`config.mk`:
```
export PLATFORM = sky130hd
export DESIGN_NAME = pfa_cmp
export DESIGN_NICKNAME = d
export VERILOG_FILES = /design/src/hw/rtl/pfa_pkg.sv /design/src/hw/rtl/pfa_cmp.sv
export SDC_FILE = /design/constraint.sdc
export NUM_CORES = 1
export LEC_CHECK = 0
export ABC_AREA = 1
export BUFFER_PORTS_ARGS = -buffer_cell sky130_fd_sc_hd__buf_2
export CAP_MARGIN = 20
export CORE_AREA = 2 2 51 65
export DETAILED_ROUTE_END_ITERATION = 7
export DIE_AREA = 0 0 53 67
export PLACE_DENSITY_LB_ADDON = 0.12
export SLEW_MARGIN = 20
export SYNTH_ARGS = -nofsm -noshare
export SYNTH_HDL_FRONTEND = slang
export SYNTH_SLANG_ARGS = --single-unit
```
`constraint.sdc`:
```
create_clock -name vclk -period 1.9
set_clock_uncertainty 0.2 [all_clocks]
set_input_delay 0.285 -clock vclk [all_inputs]
set_output_delay 0.285 -clock vclk [all_outputs]
set_load 0.005 [all_outputs]
```
`src/hw/rtl/pfa_pkg.sv`:
```
// Package for the page frame allocator: default sizes, item kind and
// status codes, and the table write-enable group.
// No dependencies.
package pfa_pkg;

  localparam int MAX_PAGES_DEF  = 1024;
  localparam int PAGE_SHIFT_DEF = 12;
  localparam int ADDR_BITS_DEF  = 52;

  // Item kinds
  localparam logic [2:0] KIND_ADD     = 3'd0;
  localparam logic [2:0] KIND_RESERVE = 3'd1;
  localparam logic [2:0] KIND_POP     = 3'd2;
  localparam logic [2:0] KIND_RUN     = 3'd3;
  localparam logic [2:0] KIND_FREE    = 3'd4;

  // Result status codes
  localparam logic [2:0] ST_OK       = 3'd0;
  localparam logic [2:0] ST_NO_FREE  = 3'd1;
  localparam logic [2:0] ST_NO_RUN   = 3'd2;
  localparam logic [2:0] ST_ZERO     = 3'd3;
  localparam logic [2:0] ST_IGNORED  = 3'd4;
  localparam logic [2:0] ST_BAD      = 3'd5;
  localparam logic [2:0] ST_FULL     = 3'd6;

  // Write enables of the three table fields
  typedef struct packed {
    logic frame;
    logic free;
    logic next;
  } pfa_we_t;

endpackage

```
`src/hw/rtl/pfa_cmp.sv`:
```
// Shared compare unit of the allocator sequencer: equal and less-than.
// Depends on pfa_pkg for the default width.
module pfa_cmp
  import pfa_pkg::*;
#(
  parameter int AW = ADDR_BITS_DEF - PAGE_SHIFT_DEF + 1
) (
  input  logic [AW-1:0] op_a,
  input  logic [AW-1:0] op_b,
  output logic          eq,
  output logic          lt
);
  assign eq = (op_a == op_b);
  assign lt = (op_a < op_b);
endmodule

```
==> impl_metrics.ini <==
[floorplanning]
core_sq_um = 2890
fp.dieW_microns = 53
initial_core_util = 0.397
core.rowCount = 22
pin_count = 84
dieArea_sq_um = 3550
fp.dieH_microns = 67

[timing]
rsz0062_at_grt = yes
fmax_ghz = 0.522
setup_viol = 1
tns_ns = -0.0149
fin_crit_sh = 1.01
worst_pin_slew_ns = 0.196
finalMaxSlewViolations = 0
hold_viol = 0
fin_crit_ns = 1.91
timing.final.ws_setup_ns = -0.0149
slew_headroom = 0.868

[routing]
wl_mm = 2.63
antenna_left = 0
routedWlPerCell_microns = 8.62
vias_per_cell = 4.44
firstDrtPassIters = 2
drt-initial-drc-count = 4
post-route-drc-count = 0
num_vias = 1355

[synthesis]
synth_cell_types = 19
synth.top_cell.area_share = 0.448
synth_area_leader_cell = ha_1
synthCells = 185
synth_common_cells = inv_1 (49), nand2_1 (42), ha_1 (41), a21oi_1 (17), nor2_1 (11)
avgSynthCellArea_sq_um = 6.20
yosysWarningCount = 0
syn_area_sq_um = 1150
synth.most_common_cell = inv_1
synth_nets = 308
yosysSeqAreaShare = 0
ys_top_cells_by_area = ha_1 (45%), inv_1 (16%), nand2_1 (14%)

[job]
cap_violations = 0

[global_routing]
met3_usage = 0.00448
grt_pass1_wl_mm = 4.13
grt.met2_usage = 0.286
antenna_found_initial = 0
grt.met1_usage = 0.173
grt_pass1_vias = 1160
grt_max_degree = 4
globalRoute.totalOverflow = 0
gr-max-usage-layer = met2
grtUsageTotal = 0.143

[place]
dp_hpwl_mm = 2.37
place_congestion = 0.740
placedCellCount = 305
io_buffers = 84
placed_cell_area_sq_um = 1610

[min_path]
hold_end = eq
hp-class = in2out
min_delay_path_depth = 5
hp-start = op_b[0]

[finish]
final_area_sq_um = 1750
regArea_sq_um = 0
fin_nets = 394
seq_cell_count = 0
post-route-util = 0.605
area_growth_syn_to_layout_pct = 52.5
drive_above_1_share = 0.409
layout.cells.non_filler = 305
clkbuf_count = 0
antenna_cells = 0

[critical_path]
cp_cell_sequence = buf_2 -> ha_4 -> nand2_2 -> inv_2 -> nand3_2 -> nor2_4 -> nand3_2 -> nor2_2 -> nand2_1 -> clkinv_1 -> nor2_1 -> buf_2
path_class = in2out
cp-start-kind = input port
max_stage_delay_ns = 0.26
critical_path_arrival_ns = 1.43
path_buf_inv = 4
required_ns = 1.41
crit_fanout = 2
crit_family = simple AND/OR/NAND/NOR gates
cp_slowest_cell = ha_4
endpoint_kind = primary output

[power_and_ir_drop]
power_per_cell_area_nw_per_um2 = 187
peakVddDrop_uv = 111
power_leakage_uw = 0.00110

[clock_network]
ctsHoldBuffers = 0
post_cts_buffers = 0

[run_status]
violations = setup timing
status = complete, but fails checks
-- cell type report --
class              instances  area [sq um]
fillers                  298          1140
inverters                 51           191
multi-input cells        134          1070
well taps                 36          45.0
repair buffers            84           439
-- power by group --
part	internal [uW]	total (uW)	switching (uW)
logic	171	327	156
clock network	0	0	0
registers	0	0	0
total	171	327	156
-- stage by stage --
stage               hold slack (ns)  setup slack [ns]  power, uW
detailed placement            0.938           -0.0383        293
CTS                           0.942           0.00155        323
global placement              0.944           -0.0378        289
global route                  0.979            -0.112        382
floorplan                     0.705             0.266        172
finish                        0.928           -0.0149        327
-- routing by layer --
metal  vias to the layer above  wire (microns)
li1                        752               -
met1                       559            1060
met2                        44            1390
met3                         0             185
met4                         0               0
met5                         -               0
-- how the worst max path moves through the flow --
stage | slack (ns) | startpoint | end | cells after the start
final | -0.01 | op_a[20] | lt | 12
after global routing | -0.11 | op_a[20] | lt | 12
after CTS | 0.002 | op_a[20] | lt | 12
after detailed placement | -0.04 | op_b[24] | lt | 11
after global placement | -0.04 | op_a[24] | lt | 10
after floorplan | 0.27 | op_b[24] | lt | 9
-- layout by cell type, fill, tap and decap left out, types with 3 or more instances in the layout --
cell type	count
nand2_2	4
ha_4	7
nor2_1	8
buf_2	81
nand2_1	39
inv_2	3
ha_1	34
a21oi_1	17
nand3_1	3
inv_1	47
buf_6	3
nor2_2	6
-- cell families after synthesis --
logic type	after synthesis	share of synthesized area
fa+ha+maj	41	0.448
buf+inv	51	0.167
simple gates	69	0.272
compound gates	24	0.114
-- what timing repair did --
item,in CTS,in global routing
pin swaps,10,2
setup endpoints to repair,2,2
resized for setup,17,4
Power figures use the tool's default switching activity.
